==> config.mk <==
export PLATFORM = sky130hd
export DESIGN_NAME = shell_word_tokenizer
export DESIGN_NICKNAME = d
export VERILOG_FILES = /design/src/swt_pkg.sv /design/src/swt_lexer.sv /design/src/swt_result_buf.sv /design/src/shell_word_tokenizer.sv
export SDC_FILE = /design/constraint.sdc
export NUM_CORES = 1
export LEC_CHECK = 0
export ABC_AREA = 1
export ABC_CLOCK_PERIOD_IN_PS = 4900
export BUFFER_PORTS_ARGS = -buffer_cell sky130_fd_sc_hd__clkbuf_2
export CAP_MARGIN = 20
export CORE_ASPECT_RATIO = 1.4
export CORE_UTILIZATION = 31
export CTS_CLUSTER_SIZE = 24
export DETAILED_ROUTE_END_ITERATION = 7
export HOLD_SLACK_MARGIN = 0.02
export SKIP_CTS_REPAIR_TIMING = 1
export SLEW_MARGIN = 15
export SYNTH_ARGS = -nofsm -noshare
export SYNTH_HDL_FRONTEND = slang
export SYNTH_HIERARCHICAL = 1
export SYNTH_SLANG_ARGS = --single-unit
==> constraint.sdc <==
create_clock -name clk_i -period 4.9 [get_ports clk_i]
set_input_delay 0.49 -clock clk_i [delete_from_list [all_inputs] [get_ports clk_i]]
set_output_delay 0.49 -clock clk_i [all_outputs]
set_load 0.03 [all_outputs]
==> src/swt_pkg.sv <==
`timescale 1ns / 1ps

package swt_pkg;

  localparam int MaxRes = 3;
  localparam int ColW = 13;

  typedef enum logic [3:0] {
    ModeIdle       = 4'd0,
    ModeWord       = 4'd1,
    ModeSq         = 4'd2,
    ModeDq         = 4'd3,
    ModeEsc        = 4'd4,
    ModeEscDq      = 4'd5,
    ModePipe       = 4'd6,
    ModeGt         = 4'd7,
    ModeAmp        = 4'd8,
    ModeAmpWait    = 4'd9,
    ModeComment    = 4'd10,
    ModeAmpComment = 4'd11
  } mode_e;

  typedef enum logic [3:0] {
    KindChar   = 4'd0,
    KindWend   = 4'd1,
    KindPipe   = 4'd2,
    KindOr     = 4'd3,
    KindAmp    = 4'd4,
    KindAnd    = 4'd5,
    KindSemi   = 4'd6,
    KindIn     = 4'd7,
    KindOut    = 4'd8,
    KindAppend = 4'd9,
    KindEnd    = 4'd10,
    KindErr    = 4'd11
  } kind_e;

  localparam logic [1:0] QuoteNone   = 2'd0;
  localparam logic [1:0] QuoteSingle = 2'd1;
  localparam logic [1:0] QuoteDouble = 2'd2;
  localparam logic [1:0] QuoteEscape = 2'd3;

  localparam logic [2:0] ErrNone      = 3'd0;
  localparam logic [2:0] ErrParen     = 3'd1;
  localparam logic [2:0] ErrLoneAmp   = 3'd2;
  localparam logic [2:0] ErrOpenSq    = 3'd3;
  localparam logic [2:0] ErrOpenDq    = 3'd4;
  localparam logic [2:0] ErrBackslash = 3'd5;
  localparam logic [2:0] ErrEmptyWord = 3'd6;

  localparam logic [7:0] ChTab    = 8'h09;
  localparam logic [7:0] ChSpace  = 8'h20;
  localparam logic [7:0] ChDquote = 8'h22;
  localparam logic [7:0] ChHash   = 8'h23;
  localparam logic [7:0] ChDollar = 8'h24;
  localparam logic [7:0] ChAmp    = 8'h26;
  localparam logic [7:0] ChSquote = 8'h27;
  localparam logic [7:0] ChLParen = 8'h28;
  localparam logic [7:0] ChRParen = 8'h29;
  localparam logic [7:0] ChSemi   = 8'h3B;
  localparam logic [7:0] ChLt     = 8'h3C;
  localparam logic [7:0] ChGt     = 8'h3E;
  localparam logic [7:0] ChBslash = 8'h5C;
  localparam logic [7:0] ChBtick  = 8'h60;
  localparam logic [7:0] ChPipe   = 8'h7C;

  typedef struct packed {
    logic [7:0] character;
    logic       end_marker;
  } swt_in_t;

  typedef struct packed {
    kind_e           kind;
    logic [7:0]      character_res;
    logic [1:0]      quote_kind;
    logic [ColW-1:0] column;
    logic [2:0]      error_code;
    logic            last;
  } swt_out_t;

  // All results caused by one input item, filled from index zero.
  typedef struct packed {
    logic [1:0]                count;
    swt_out_t [MaxRes-1:0]     items;
  } swt_bundle_t;

  function automatic logic is_blank(logic [7:0] c);
    return c inside {ChSpace, ChTab};
  endfunction

  function automatic logic is_op(logic [7:0] c);
    return c inside {ChPipe, ChAmp, ChSemi, ChLt, ChGt, ChLParen, ChRParen};
  endfunction

endpackage

==> src/swt_lexer.sv <==
`timescale 1ns / 1ps

module swt_lexer #(
  parameter int MaxLine = 4096
) (
  input  logic                clk_i,
  input  logic                rst_ni,
  input  logic                step_i,
  input  swt_pkg::swt_in_t    item_i,
  output swt_pkg::swt_bundle_t bundle_o
);
  import swt_pkg::*;

  localparam int PosW = $clog2(MaxLine + 1);
  localparam int SumW = (PosW + 1 > ColW) ? PosW + 1 : ColW;
  localparam int ColCap = (MaxLine < 8191) ? MaxLine : 8191;

  mode_e           mode_q, mode_d;
  logic            has_text_q, has_text_d;
  logic [ColW-1:0] word_col_q, word_col_d;
  logic [ColW-1:0] quote_col_q, quote_col_d;
  logic [ColW-1:0] esc_col_q, esc_col_d;
  logic [PosW-1:0] pos_q, pos_d;
  logic            err_q, err_d;

  logic [SumW-1:0] pos_sum;
  logic [ColW-1:0] col;
  logic [7:0]      c;
  logic [1:0]      n;
  logic            redo;
  logic            do_wc;
  logic            flush_err;

  function automatic swt_out_t mk(kind_e k, logic [7:0] ch, logic [1:0] q,
                                  logic [ColW-1:0] cl, logic [2:0] e);
    swt_out_t r;
    r.kind          = k;
    r.character_res = ch;
    r.quote_kind    = q;
    r.column        = cl;
    r.error_code    = e;
    r.last          = 1'b0;
    return r;
  endfunction

  assign c       = item_i.character;
  assign pos_sum = SumW'(pos_q) + SumW'(1);
  assign col     = (pos_sum > SumW'(ColCap)) ? ColW'(ColCap) : pos_sum[ColW-1:0];

  always_comb begin
    mode_d      = mode_q;
    has_text_d  = has_text_q;
    word_col_d  = word_col_q;
    quote_col_d = quote_col_q;
    esc_col_d   = esc_col_q;
    pos_d       = pos_q;
    err_d       = err_q;
    bundle_o    = '0;
    n           = 2'd0;
    redo        = 1'b0;
    do_wc       = 1'b0;
    flush_err   = 1'b0;

    if (item_i.end_marker) begin
      if (!err_q) begin
        case (mode_q)
          ModeWord: begin
            if (!has_text_q) begin
              bundle_o.items[n] = mk(KindErr, 8'd0, QuoteNone, word_col_q, ErrEmptyWord);
              flush_err = 1'b1;
            end else begin
              bundle_o.items[n] = mk(KindWend, 8'd0, QuoteNone, word_col_q, ErrNone);
            end
            n = n + 2'd1;
          end
          ModeSq: begin
            bundle_o.items[n] = mk(KindErr, 8'd0, QuoteNone, quote_col_q, ErrOpenSq);
            flush_err = 1'b1;
            n = n + 2'd1;
          end
          ModeDq: begin
            bundle_o.items[n] = mk(KindErr, 8'd0, QuoteNone, quote_col_q, ErrOpenDq);
            flush_err = 1'b1;
            n = n + 2'd1;
          end
          ModeEsc, ModeEscDq: begin
            bundle_o.items[n] = mk(KindErr, 8'd0, QuoteNone, esc_col_q, ErrBackslash);
            flush_err = 1'b1;
            n = n + 2'd1;
          end
          ModePipe: begin
            bundle_o.items[n] = mk(KindPipe, 8'd0, QuoteNone, '0, ErrNone);
            n = n + 2'd1;
          end
          ModeGt: begin
            bundle_o.items[n] = mk(KindOut, 8'd0, QuoteNone, '0, ErrNone);
            n = n + 2'd1;
          end
          ModeAmp, ModeAmpWait, ModeAmpComment: begin
            bundle_o.items[n] = mk(KindAmp, 8'd0, QuoteNone, '0, ErrNone);
            n = n + 2'd1;
          end
          default: begin
          end
        endcase
        if (!flush_err) begin
          bundle_o.items[n] = mk(KindEnd, 8'd0, QuoteNone, '0, ErrNone);
          n = n + 2'd1;
        end
      end
      // Every end of line starts the next line from a clean state.
      mode_d      = ModeIdle;
      has_text_d  = 1'b0;
      word_col_d  = '0;
      quote_col_d = '0;
      esc_col_d   = '0;
      pos_d       = '0;
      err_d       = 1'b0;
    end else if (!err_q) begin
      case (mode_q)
        ModeIdle: redo = 1'b1;
        ModeWord: begin
          if (is_blank(c) || is_op(c)) begin
            if (!has_text_q) begin
              bundle_o.items[n] = mk(KindErr, 8'd0, QuoteNone, word_col_q, ErrEmptyWord);
              err_d = 1'b1;
            end else begin
              bundle_o.items[n] = mk(KindWend, 8'd0, QuoteNone, word_col_q, ErrNone);
              redo = is_op(c);
            end
            n = n + 2'd1;
            mode_d = ModeIdle;
          end else begin
            do_wc = 1'b1;
          end
        end
        ModeSq: begin
          if (c == ChSquote) begin
            mode_d = ModeWord;
          end else begin
            has_text_d = 1'b1;
            bundle_o.items[n] = mk(KindChar, c, QuoteSingle, '0, ErrNone);
            n = n + 2'd1;
          end
        end
        ModeDq: begin
          if (c == ChDquote) begin
            mode_d = ModeWord;
          end else if (c == ChBslash) begin
            esc_col_d = col;
            mode_d    = ModeEscDq;
          end else begin
            has_text_d = 1'b1;
            bundle_o.items[n] = mk(KindChar, c, QuoteDouble, '0, ErrNone);
            n = n + 2'd1;
          end
        end
        ModeEsc: begin
          has_text_d = 1'b1;
          bundle_o.items[n] = mk(KindChar, c, QuoteEscape, '0, ErrNone);
          n = n + 2'd1;
          mode_d = ModeWord;
        end
        ModeEscDq: begin
          has_text_d = 1'b1;
          if (c inside {ChDquote, ChBslash, ChDollar, ChBtick}) begin
            bundle_o.items[n] = mk(KindChar, c, QuoteEscape, '0, ErrNone);
            n = n + 2'd1;
          end else begin
            // The backslash has no special meaning here and is kept as text.
            bundle_o.items[n] = mk(KindChar, ChBslash, QuoteEscape, '0, ErrNone);
            n = n + 2'd1;
            bundle_o.items[n] = mk(KindChar, c, QuoteNone, '0, ErrNone);
            n = n + 2'd1;
          end
          mode_d = ModeDq;
        end
        ModePipe: begin
          mode_d = ModeIdle;
          if (c == ChPipe) begin
            bundle_o.items[n] = mk(KindOr, 8'd0, QuoteNone, '0, ErrNone);
          end else begin
            bundle_o.items[n] = mk(KindPipe, 8'd0, QuoteNone, '0, ErrNone);
            redo = 1'b1;
          end
          n = n + 2'd1;
        end
        ModeGt: begin
          mode_d = ModeIdle;
          if (c == ChGt) begin
            bundle_o.items[n] = mk(KindAppend, 8'd0, QuoteNone, '0, ErrNone);
          end else begin
            bundle_o.items[n] = mk(KindOut, 8'd0, QuoteNone, '0, ErrNone);
            redo = 1'b1;
          end
          n = n + 2'd1;
        end
        ModeAmp: begin
          if (c == ChAmp) begin
            mode_d = ModeIdle;
            bundle_o.items[n] = mk(KindAnd, 8'd0, QuoteNone, '0, ErrNone);
            n = n + 2'd1;
          end else if (is_blank(c)) begin
            mode_d = ModeAmpWait;
          end else if (c == ChHash) begin
            mode_d = ModeAmpComment;
          end else begin
            bundle_o.items[n] = mk(KindErr, 8'd0, QuoteNone, word_col_q, ErrLoneAmp);
            n = n + 2'd1;
            err_d  = 1'b1;
            mode_d = ModeIdle;
          end
        end
        ModeAmpWait: begin
          if (c == ChHash) begin
            mode_d = ModeAmpComment;
          end else if (!is_blank(c)) begin
            bundle_o.items[n] = mk(KindErr, 8'd0, QuoteNone, word_col_q, ErrLoneAmp);
            n = n + 2'd1;
            err_d  = 1'b1;
            mode_d = ModeIdle;
          end
        end
        default: begin
        end
      endcase

      // The byte is looked at again as the possible start of a new token.
      if (redo) begin
        case (c)
          ChSpace, ChTab: begin
          end
          ChHash: mode_d = ModeComment;
          ChPipe: mode_d = ModePipe;
          ChGt:   mode_d = ModeGt;
          ChAmp: begin
            mode_d     = ModeAmp;
            word_col_d = col;
          end
          ChSemi: begin
            bundle_o.items[n] = mk(KindSemi, 8'd0, QuoteNone, '0, ErrNone);
            n = n + 2'd1;
          end
          ChLt: begin
            bundle_o.items[n] = mk(KindIn, 8'd0, QuoteNone, '0, ErrNone);
            n = n + 2'd1;
          end
          ChLParen, ChRParen: begin
            bundle_o.items[n] = mk(KindErr, 8'd0, QuoteNone, col, ErrParen);
            n = n + 2'd1;
            err_d  = 1'b1;
            mode_d = ModeIdle;
          end
          default: begin
            has_text_d = 1'b0;
            word_col_d = col;
            mode_d     = ModeWord;
            do_wc      = 1'b1;
          end
        endcase
      end

      // A byte inside a word outside of quotes.
      if (do_wc) begin
        if (c == ChSquote) begin
          quote_col_d = col;
          mode_d      = ModeSq;
        end else if (c == ChDquote) begin
          quote_col_d = col;
          mode_d      = ModeDq;
        end else if (c == ChBslash) begin
          esc_col_d = col;
          mode_d    = ModeEsc;
        end else begin
          has_text_d = 1'b1;
          bundle_o.items[n] = mk(KindChar, c, QuoteNone, '0, ErrNone);
          n = n + 2'd1;
        end
      end

      if (pos_q < PosW'(MaxLine)) begin
        pos_d = pos_q + PosW'(1);
      end
    end
    bundle_o.count = n;
  end

  always_ff @(posedge clk_i or negedge rst_ni) begin
    if (!rst_ni) begin
      mode_q      <= ModeIdle;
      has_text_q  <= 1'b0;
      word_col_q  <= '0;
      quote_col_q <= '0;
      esc_col_q   <= '0;
      pos_q       <= '0;
      err_q       <= 1'b0;
    end else if (step_i) begin
      mode_q      <= mode_d;
      has_text_q  <= has_text_d;
      word_col_q  <= word_col_d;
      quote_col_q <= quote_col_d;
      esc_col_q   <= esc_col_d;
      pos_q       <= pos_d;
      err_q       <= err_d;
    end
  end

endmodule

==> src/swt_result_buf.sv <==
`timescale 1ns / 1ps

module swt_result_buf (
  input  logic                 clk_i,
  input  logic                 rst_ni,
  input  logic                 load_i,
  input  swt_pkg::swt_bundle_t bundle_i,
  output logic                 can_load_o,
  output logic                 out_valid_o,
  input  logic                 out_ready_i,
  output swt_pkg::swt_out_t    out_data_o
);
  import swt_pkg::*;

  swt_out_t [MaxRes-1:0] slots_q;
  logic [1:0]            cnt_q, cnt_d;
  logic [1:0]            idx_q, idx_d;
  logic                  take;
  logic                  finishing;

  assign out_valid_o = (cnt_q != 2'd0);
  assign take        = out_valid_o && out_ready_i;
  assign finishing   = take && (idx_q == cnt_q - 2'd1);
  assign can_load_o  = (cnt_q == 2'd0) || finishing;

  always_comb begin
    out_data_o      = slots_q[idx_q];
    out_data_o.last = (idx_q == cnt_q - 2'd1);
  end

  always_comb begin
    cnt_d = cnt_q;
    idx_d = idx_q;
    if (load_i) begin
      cnt_d = bundle_i.count;
      idx_d = 2'd0;
    end else if (finishing) begin
      cnt_d = 2'd0;
      idx_d = 2'd0;
    end else if (take) begin
      idx_d = idx_q + 2'd1;
    end
  end

  always_ff @(posedge clk_i or negedge rst_ni) begin
    if (!rst_ni) begin
      cnt_q <= 2'd0;
      idx_q <= 2'd0;
    end else begin
      cnt_q <= cnt_d;
      idx_q <= idx_d;
    end
  end

  always_ff @(posedge clk_i) begin
    if (load_i) begin
      slots_q <= bundle_i.items;
    end
  end

endmodule

==> src/shell_word_tokenizer.sv <==
`timescale 1ns / 1ps

// Command-line tokenizer: one byte (or an end-of-line marker) per input
// transaction, word characters, word ends, operators, end of line and errors
// out, one result per output transaction with last marking the final result
// of each input. The input byte is registered, classified combinationally
// against the lexer state and its results land in a three-entry result
// register; a new byte is taken every cycle as long as each byte causes at
// most one result and the output is ready; a byte with several results
// holds the single output port until all are taken. Bytes without results
// (blanks, quotes, comment text) pass at one per cycle while no results wait.
// After an error the rest of the line, end marker included, gives no results.
module shell_word_tokenizer #(
  parameter int MaxLine = 4096
) (
  input  logic              clk_i,
  input  logic              rst_ni,
  input  logic              in_valid_i,
  output logic              in_ready_o,
  input  swt_pkg::swt_in_t  in_data_i,
  output logic              out_valid_o,
  input  logic              out_ready_i,
  output swt_pkg::swt_out_t out_data_o
);
  import swt_pkg::*;

  swt_in_t     in_data_q;
  logic        in_vld_q, in_vld_d;
  logic        can_load;
  logic        adv;
  logic        accept;
  swt_bundle_t bundle;

  assign adv        = in_vld_q && can_load;
  assign in_ready_o = !in_vld_q || adv;
  assign accept     = in_valid_i && in_ready_o;

  always_comb begin
    in_vld_d = in_vld_q;
    if (accept) begin
      in_vld_d = 1'b1;
    end else if (adv) begin
      in_vld_d = 1'b0;
    end
  end

  always_ff @(posedge clk_i or negedge rst_ni) begin
    if (!rst_ni) begin
      in_vld_q <= 1'b0;
    end else begin
      in_vld_q <= in_vld_d;
    end
  end

  always_ff @(posedge clk_i) begin
    if (accept) begin
      in_data_q <= in_data_i;
    end
  end

  swt_lexer #(
    .MaxLine(MaxLine)
  ) u_lexer (
    .clk_i   (clk_i),
    .rst_ni  (rst_ni),
    .step_i  (adv),
    .item_i  (in_data_q),
    .bundle_o(bundle)
  );

  swt_result_buf u_result_buf (
    .clk_i      (clk_i),
    .rst_ni     (rst_ni),
    .load_i     (adv),
    .bundle_i   (bundle),
    .can_load_o (can_load),
    .out_valid_o(out_valid_o),
    .out_ready_i(out_ready_i),
    .out_data_o (out_data_o)
  );

endmodule
* After elaboration in Yosys (flattened, before gate mapping)
Index checks and enable logic that the tools add are counted.
** Word-level totals
- Output and inout bits :: 33
- Logic and storage cells :: 282
- Register bits after elaboration :: 165
- Input bits :: 13
** Cells by class
- Mux-type cells :: 160
- Bitwise logic cells :: 9
- Add/sub/neg operators :: 7
- Eq/ne operators :: 28
- Reductions and logical operators :: 39
- Magnitude comparators :: 9
** Operators with widths (number)
- $mux W93 :: 11
- $mux W31 :: 18
- $mux W13 :: 22
- $pmux W31 S9 :: 1
- $pmux W93 S3 :: 1
- $pmux W31 S7 :: 1
- $bwmux W93 :: 2
- $demux W31 S2 :: 3
- $not A87 Y87 :: 2
- $mux W27 :: 5
- $eq A8 B6 Y1 const B :: 11
- $and A29 B87 Y87 :: 1
- $and A58 B87 Y87 :: 1
- $and A56 B84 Y84 :: 1
- $not A84 Y84 :: 1
- $mux W4 :: 16
- $bmux W31 S2 :: 1
- $mux W28 :: 2
- $mux W2 :: 26
- $mux W1 :: 44
- $pmux W4 S8 :: 1
- $eq A8 B7 Y1 const B :: 3
- $pmux W4 S6 :: 1
- $reduce_or A10 Y1 :: 2
- other kinds (39) :: 75

* Logic depth before layout (Yosys ltp)
Gate-level depths: netlist of run 1.
- Depth after elaboration :: 24
- Depth in mapped cells :: 21
- Depth with buffers taken out :: 21

* Hierarchy
The synthesis of run 1 kept the hierarchy.
** Modules (own cells, without submodules)
- swt_lexer :: instances 1, area an instance 5382.7 µm², seq. area each 1451.4 µm², cells each 884
- swt_result_buf :: instances 1, area an instance 3692.3 µm², seq. area each 2802.7 µm², cells each 267
- shell_word_tokenizer :: instances 1, area an instance 322.8 µm², seq. area each 295.3 µm², cells each 17

* Worst setup path after synthesis of run 1
OpenSTA, ideal clock, no wires.
- Path type :: register to register
- Start :: register u_result_buf.cnt_q[0]
- End :: register u_lexer.pos_q[10]
- Required time :: 4.816 ns
- Stages on the path, launching flop included :: 16
- Arrival time :: 4.451 ns
- Library setup time :: 0.084 ns
- Slack :: 0.365 ns
- Clock period less this slack :: 4.535 ns
- Buffers on the path :: 0
- Cell sequence :: dfrtp_1 -> inv_2 -> ha_1 -> inv_1 -> nand2_1 -> inv_1 -> nand3_2 -> nand2_1 -> nand2_1 -> inv_1 -> nand2_1 -> nor2_1 -> inv_1 -> nor2_1 -> clkinv_1 -> o22ai_1
** On the way
- Cells in the longest elaborated chain, start to end :: 6
- Elaborated cells on any way between the ends :: 9
- Classes of those cells :: add/sub (1); eq/ne (1); reduce/logical (7)
** Ends and longest elaborated chain
- start, declared :: line swt_result_buf.sv:16 : logic [1:0] cnt_q, cnt_d;
- start signal, assigned :: line swt_result_buf.sv:50 : cnt_q <= cnt_d;
- $reduce_bool A2 Y1 :: line swt_result_buf.sv:21 : assign out_valid_o = (cnt_q != 2'd0);
- via out_valid_o :: line shell_word_tokenizer.sv:21 : output logic out_valid_o,
- $logic_and A1 B1 Y1 :: line swt_result_buf.sv:22 : assign take = out_valid_o && out_ready_i;
- $logic_and A1 B1 Y1 :: line swt_result_buf.sv:23 : assign finishing = take && (idx_q == cnt_q - 2'd1);
- $logic_or A1 B1 Y1 :: line swt_result_buf.sv:24 : assign can_load_o = (cnt_q == 2'd0) || finishing;
- via can_load :: line shell_word_tokenizer.sv:29 : logic can_load;
- $logic_and A1 B1 Y1 :: line shell_word_tokenizer.sv:34 : assign adv = in_vld_q && can_load;
- via adv :: line shell_word_tokenizer.sv:30 : logic adv;
- $reduce_and A3 Y1 (no line)
- end signal, assigned :: line swt_lexer.sv:303 : pos_q <= pos_d;
- end, declared :: line swt_lexer.sv:23 : logic [PosW-1:0] pos_q, pos_d;
The timed path passes the listed nets, and every way through them passes these cells.
A chain may end at the register's enable or synchronous reset.

==> results of run 1 <==
layer usage:
layer | track usage, % | routed length (um) | up-vias
met3 | 3.495 | 1285 | 42
met4 | 7.671 | 697 | 0
met2 | 31.61 | 13870 | 228
li1 | - | - | 3914
met1 | 21.68 | 11040 | 3835
met5 | 0 | 0 | -
stage by stage:
stage / total power [uW] / worst slack (ns) / std cells / util [%]
global placement: 5422 / 1.298 / 1558 / 32.91
detailed placement: 5428 / 1.270 / 1558 / 32.91
global route: 7202 / 0.8210 / 1589 / 34.94
finish: 6773 / 1.191 / 1589 / 34.94
CTS: 6817 / 1.224 / 1589 / 34.94
floorplan: 4500 / 0.3651 / 1172 / -
final timing paths:
| path | to | slack (ns) | cells past startpoint |
|---|---|---|---|
| worst max-delay path | u_result_buf/slots_q[29] | 1.19 | 15 |
| worst min-delay path | in_data_q[4] | 0.22 | 1 |
| worst max register to register | u_result_buf/slots_q[29] | 1.19 | 15 |
| worst min register to register | u_lexer/quote_col_q[6] | 0.48 | 2 |
| max in group asynchronous | u_result_buf/cnt_q[1] | 4.08 | 2 |
| min in group asynchronous | u_lexer/esc_col_q[2] | 0.24 | 2 |
area by class of cell:
| cell class | count | area share (%) |
|---|---|---|
| clock buffer | 22 | 4.656 |
| clock inverter | 9 | 1.140 |
| inverter | 131 | 4.824 |
| multi-input combinational | 823 | 38.10 |
| sequential | 162 | 43.63 |
| tap | 385 | 4.620 |
| timing repair buffer | 57 | 3.024 |
registers in the layout, indices dropped and copies added (netlist names):
signal and count:
u_lexer/err_q 1, u_lexer/esc_col_q 13, u_result_buf/slots_q 90, u_result_buf/idx_q 2, u_lexer/pos_q 13, u_result_buf/cnt_q 2, in_vld_q 1, u_lexer/quote_col_q 13
u_lexer/mode_q 4, u_lexer/has_text_q 1, in_data_q 9, u_lexer/word_col_q 13
power groups by stage:
stage               Sequential (uW)  Combinational, uW  Clock [uW]
floorplan                      2140               2360           0
finish                         2170               3230        1370
global route                   2220               3540        1450
CTS                            2170               3240        1400
detailed placement             2200               3230           0
global placement               2190               3230           0
critical path: cells and delay by family, from the launching register on:
family	cells	cell delay (ns)
adders and majority gates	1	0.25
buffers and inverters	2	0.44
AOI/OAI and AO/OA	1	0.14
and+or+nand+nor	11	2.17
DFF	1	0.41
==> results.md, run 1 <==
- Outcome: finished clean
- Die outline area: around 31000 sq um
- Row count: 75
- Initial antenna violation count: 0
- WL/cell: 16.93 um
- Number of global-route vias before repair: about 7800
- Crit path DAT: 3.86 ns
- Slew HR: 26.92%
- Critical Path, Cell by Cell: inv_1, nor2_2, nand2_2, nor2_1, nor2_2, nand3_1, nand2_1, nand2_1, nor2_2, ha_1, nand2_1, nor2_1, inv_1, nand3_1, o21ai_0
- Clock sinks: 162
- H-tree depth: 4
- GRT overflow: 0
- Hold_sp: in_data_i[4]
- Worst-Margin Slew: 1.095 ns
- Inserted Diodes: 0
- Vias: 8019
- Most frequent cells in the layout: nand2_1 (269), nor2_1 (156), inv_1 (116), nand3_1 (105), edfxtp_1 (99)
- TNS Setup: 0 ns
- CTS tree: yes
- Cell Pwr Density: ~650 nW/um^2
- RSZ-0062 raised after global routing: false
- CP max FO: 12
- Worst hold slack: roughly 0.22 ns
- Area of the multi-input gates: 3973 sq um
- Seq pwr share: 32.1%
- Worst Setup End Kind: flip-flop
- Critical path origin: in_data_q[6]
- Buffer depth of the longest clock path: 2
- Core area: 29840 sq um
- Worst-Skew Late Latency: roughly 0.44 ns
- Reg area: roughly 4500 sq um
- Slowest cell on the critical path: nor2_1
- Worst hold path class: in -> reg
- Peak VDD IR: 0.0002288 V
- R2r startpoint: in_data_q[6]
- Leak Pwr: about 0.0044 uW
- Post-DRT Antenna Nets: 0
- Mapped Area: around 9400 sq um
- Most common cell after layout, fill and taps aside: nand2_1
- Final period util: approximately 76%
- Initial DRC count: 643
- Switch Pwr: 3199 uW
- CTS Buf Count: 17
- Largest net degree at the start of global routing: 64
- Share of layout cells above drive strength 1: 12.54%
- Syn_area_per_cell: 8.047 sq um
- Effective utilization at floorplan: 31.42%
- Setup violators final: 0
- Mapped Cells: 1165
- Clk root buf: clkbuf_16
- Switch share: 47.23%
- DP Area: around 9800 sq um
- P&R area growth vs syn: 11.21%
- IO buf count: 45
- Gr usage total: between 10% and 20%
- Internal power: roughly 3600 uW
- Final Skew: between 0.01 and 0.015 ns
- Largest stage delay on the critical path: 0.74 ns
- Routed WL: roughly 27 mm
- Final instance area: 10430 sq um
- Syn. warnings: 6
- Clock power share: 20.2%
- Final Hold Viols: 0
- Startpoint types: flip-flop
- Die Ht: 207.8 um
- Via density per instance: about 5.0
- Max cap viols: 0
- Chip Width: 149.0 um
- Critical path type: reg -> reg
- Final Max Tran Viols: 0
- Clock transition at path regs: 0.07 ns
- Detailed Routing Iterations Pass 1: 5
- Final GP Congestion: about 0.88
- Fin crit period: 3.709 ns
- # IOs: 46
- DPL Wire Length: between 15 and 20 mm
- Gate power share: 47.7%
- Fmax: 269.6 MHz
- Filler cells: 3141
- Critical path required time: 5.05 ns
- Drt drc: 0
- Final #Nets: between 1000 and 1500
- First-pass GRT wire length: 42.75 mm
Power figures use the tool's default switching activity.
==> inputs of run 2 (changes only) <==
Settings changed: ABC_CLOCK_PERIOD_IN_PS 4900 to 3100.
Clock period 4.9 ns to 3.1 ns, I/O delays scaled along.
==> run 2 against run 1 <==
  * Largest cell class unchanged
  * Clock skew fell by 0.0019 ns
  * Critical path depth rose by 5
  * Combinational power rose by 70%
==> results.md, run 2 (synthesized netlist as in run 1, its figures left out) <==
- Outcome: finished clean (unchanged)
- Effective utilization at floorplan: 31.42% (unchanged)
- Initial DRC count: 564 (was 643)
- Clock sinks: 162 (unchanged)
- Worst Setup End Kind: flip-flop (unchanged)
- Post-route core utilization: 36.77% (was 34.94%)
- Routed WL: 27.81 mm (was 26.90 mm)
- Fin crit period: 2.908 ns (was 3.709 ns)
- Clock transition at path regs: 0.07 ns (about the same)
- Vias: 8245 (was 8019)
- Most common cell after layout, fill and taps aside: nand2_1 (unchanged)
- Inserted Diodes: 0 (unchanged)
- Max cap viols: 0 (unchanged)
- Post-DRT Antenna Nets: 0 (unchanged)
- Gr usage total: 18.72% (was 18.21%)
- Buffer depth of the longest clock path: 2 (unchanged)
- Worst hold path class: in -> async (was in -> reg)
- Largest net degree at the start of global routing: 64 (unchanged)
- # IOs: 46 (unchanged)
- Detailed Routing Iterations Pass 1: 5 (unchanged)
- Worst Reg-to-Reg Cells: 20 (was 15)
- Number of global-route vias before repair: 7994 (was 7840)
- Slew HR: 43.46% (was 26.92%)
- R2R Setup Slk: 0.19 ns (was 1.19 ns)
- Crit path DAT: 3.09 ns (was 3.86 ns)
- Final Max Tran Viols: 0 (unchanged)
- Final period util: 93.80% (was 75.70%)
- Cell Pwr Density: 1022 nW/um^2 (was 649.6 nW/um^2)
- Worst-Skew Late Latency: 0.45 ns (was 0.44 ns)
- Setup violators final: 0 (unchanged)
- Final #Nets: 1257 (was 1214)
- Area of the multi-input gates: 4124 sq um (was 3973 sq um)
- Die outline area: 30950 sq um (unchanged)
- P&R area growth vs syn: 17.04% (was 11.21%)
- Design Power: 11210 uW (was 6773 uW)
- Drt drc: 0 (unchanged)
- Core area: 29840 sq um (unchanged)
- Die Ht: 207.8 um (unchanged)
- Worst-Margin Slew: 0.8481 ns (was 1.095 ns)
- Top reg by flops: u_result_buf/slots_q (unchanged)
- Final Skew: 0.008585 ns (was 0.01048 ns)
- Critical path type: reg -> reg (unchanged)
- CP max FO: 5 (was 12)
- Max reg flops: 90 (unchanged)
- H-tree depth: 4 (unchanged)
- First-pass GRT wire length: 44.06 mm (was 42.75 mm)
- Row count: 75 (unchanged)
- Critical path required time: 3.28 ns (was 5.05 ns)
- R2r startpoint: in_data_q[1] (was in_data_q[6])
- Clk root buf: clkbuf_16 (unchanged)
- Initial antenna violation count: 0 (unchanged)
- Startpoint types: flip-flop (unchanged)
- Chip Width: 149.0 um (unchanged)
- WL/cell: 17.03 um (was 16.93 um)
- Share of layout cells above drive strength 1: 19.07% (was 12.54%)
- Fmax: 343.9 MHz (was 269.6 MHz)
- GRT overflow: 0 (unchanged)
- Most frequent cells in the layout: nand2_1 (258), nor2_1 (142), inv_1 (111), nand3_1 (103), edfxtp_1 (99) (was nand2_1 (269), nor2_1 (156), inv_1 (116), nand3_1 (105), edfxtp_1 (99))
- Final Hold Viols: 0 (unchanged)
- Peak VDD IR: 0.0004840 V (was 0.0002288 V)
- CTS tree: yes (unchanged)
- CTS Buf Count: 17 (unchanged)
- Final GP Congestion: 0.9221 (was 0.8775)
- Filler cells: 3096 (was 3141)
- Reg area: 4549 sq um (unchanged)
- Leak Pwr: 0.004705 uW (was 0.004443 uW)
- IO buf count: 45 (unchanged)
- FF-to-FF End: u_result_buf/slots_q[24] (was u_result_buf/slots_q[29])
- Via density per instance: 5.049 (was 5.047)
- DPL Wire Length: 20.21 mm (was 19.53 mm)
- Worst hold slack: 0.03751 ns (was 0.2198 ns)
-- run 2: worst max path at each step --
stage	from	to	slack, ns
after global routing	in_data_q[8]	u_result_buf/slots_q[67]	-0.003
final	in_data_q[1]	u_result_buf/slots_q[24]	0.19
after detailed placement	in_data_q[1]	u_result_buf/slots_q[59]	0.04
after CTS	in_data_q[4]	u_result_buf/slots_q[59]	0.007
after floorplan	u_result_buf/cnt_q[0]	u_lexer/word_col_q[0]	-0.31
after global placement	in_data_q[4]	u_result_buf/slots_q[81]	-0.03
-- run 2: cell type report --
cell class / count / area share (%)
Sequential cell: 162 / 41.46
Multi-Input combinational cell: 823 / 37.58
Timing Repair Buffer: 100 / 6.123
Inverter: 131 / 4.618
Clock buffer: 23 / 4.447
Tap cell: 385 / 4.390
Clock inverter: 9 / 1.380
-- run 2: per-layer routing --
| metal | track usage [%] | share of wire (%) |
|---|---|---|
| met1 | 22.23 | 40 |
| met4 | 9.993 | 4.2 |
| met3 | 3.648 | 4.9 |
| met5 | 0 | 0 |
| met2 | 31.55 | 51 |
-- run 2: per-stage QoR --
step / instances / setup TNS (ns) / setup slack [ns] / area, sq um
2_1_floorplan: 1172 / -11.60 / -0.3108 / 9467
3_3_place_gp: 1592 / -0.02676 / -0.02676 / 10130
3_5_place_dp: 1592 / 0 / 0.04416 / 10130
4_1_cts: 1624 / 0 / 0.006960 / 10770
5_1_grt: 1633 / -0.003179 / -0.003179 / 10970
6_report: 1633 / 0 / 0.1922 / 10970
-- run 2: report_power, final --
| part | switching [uW] | internal, uW |
|---|---|---|
| Sequential | 281 | 3140 |
| Clock | 873 | 1430 |
| Combinational | 4020 | 1460 |
-- run 2: worst max-delay path, cell delays in order, from the launching register on --
cell,delay [ns]
edfxtp_1,0.44
buf_4,0.17
nand2_1,0.08
nor2_1,0.08
nand2_1,0.08
nand2_2,0.08
nor2_4,0.13
nand3_1,0.12
nand2_2,0.10
nand2_2,0.07
nor2_4,0.13
inv_1,0.05
ha_1,0.28
nor2_2,0.12
nor2_2,0.05
buf_4,0.13
ha_2,0.19
nand4_4,0.10
nand2_1,0.07
inv_1,0.10
nor3_1,0.05
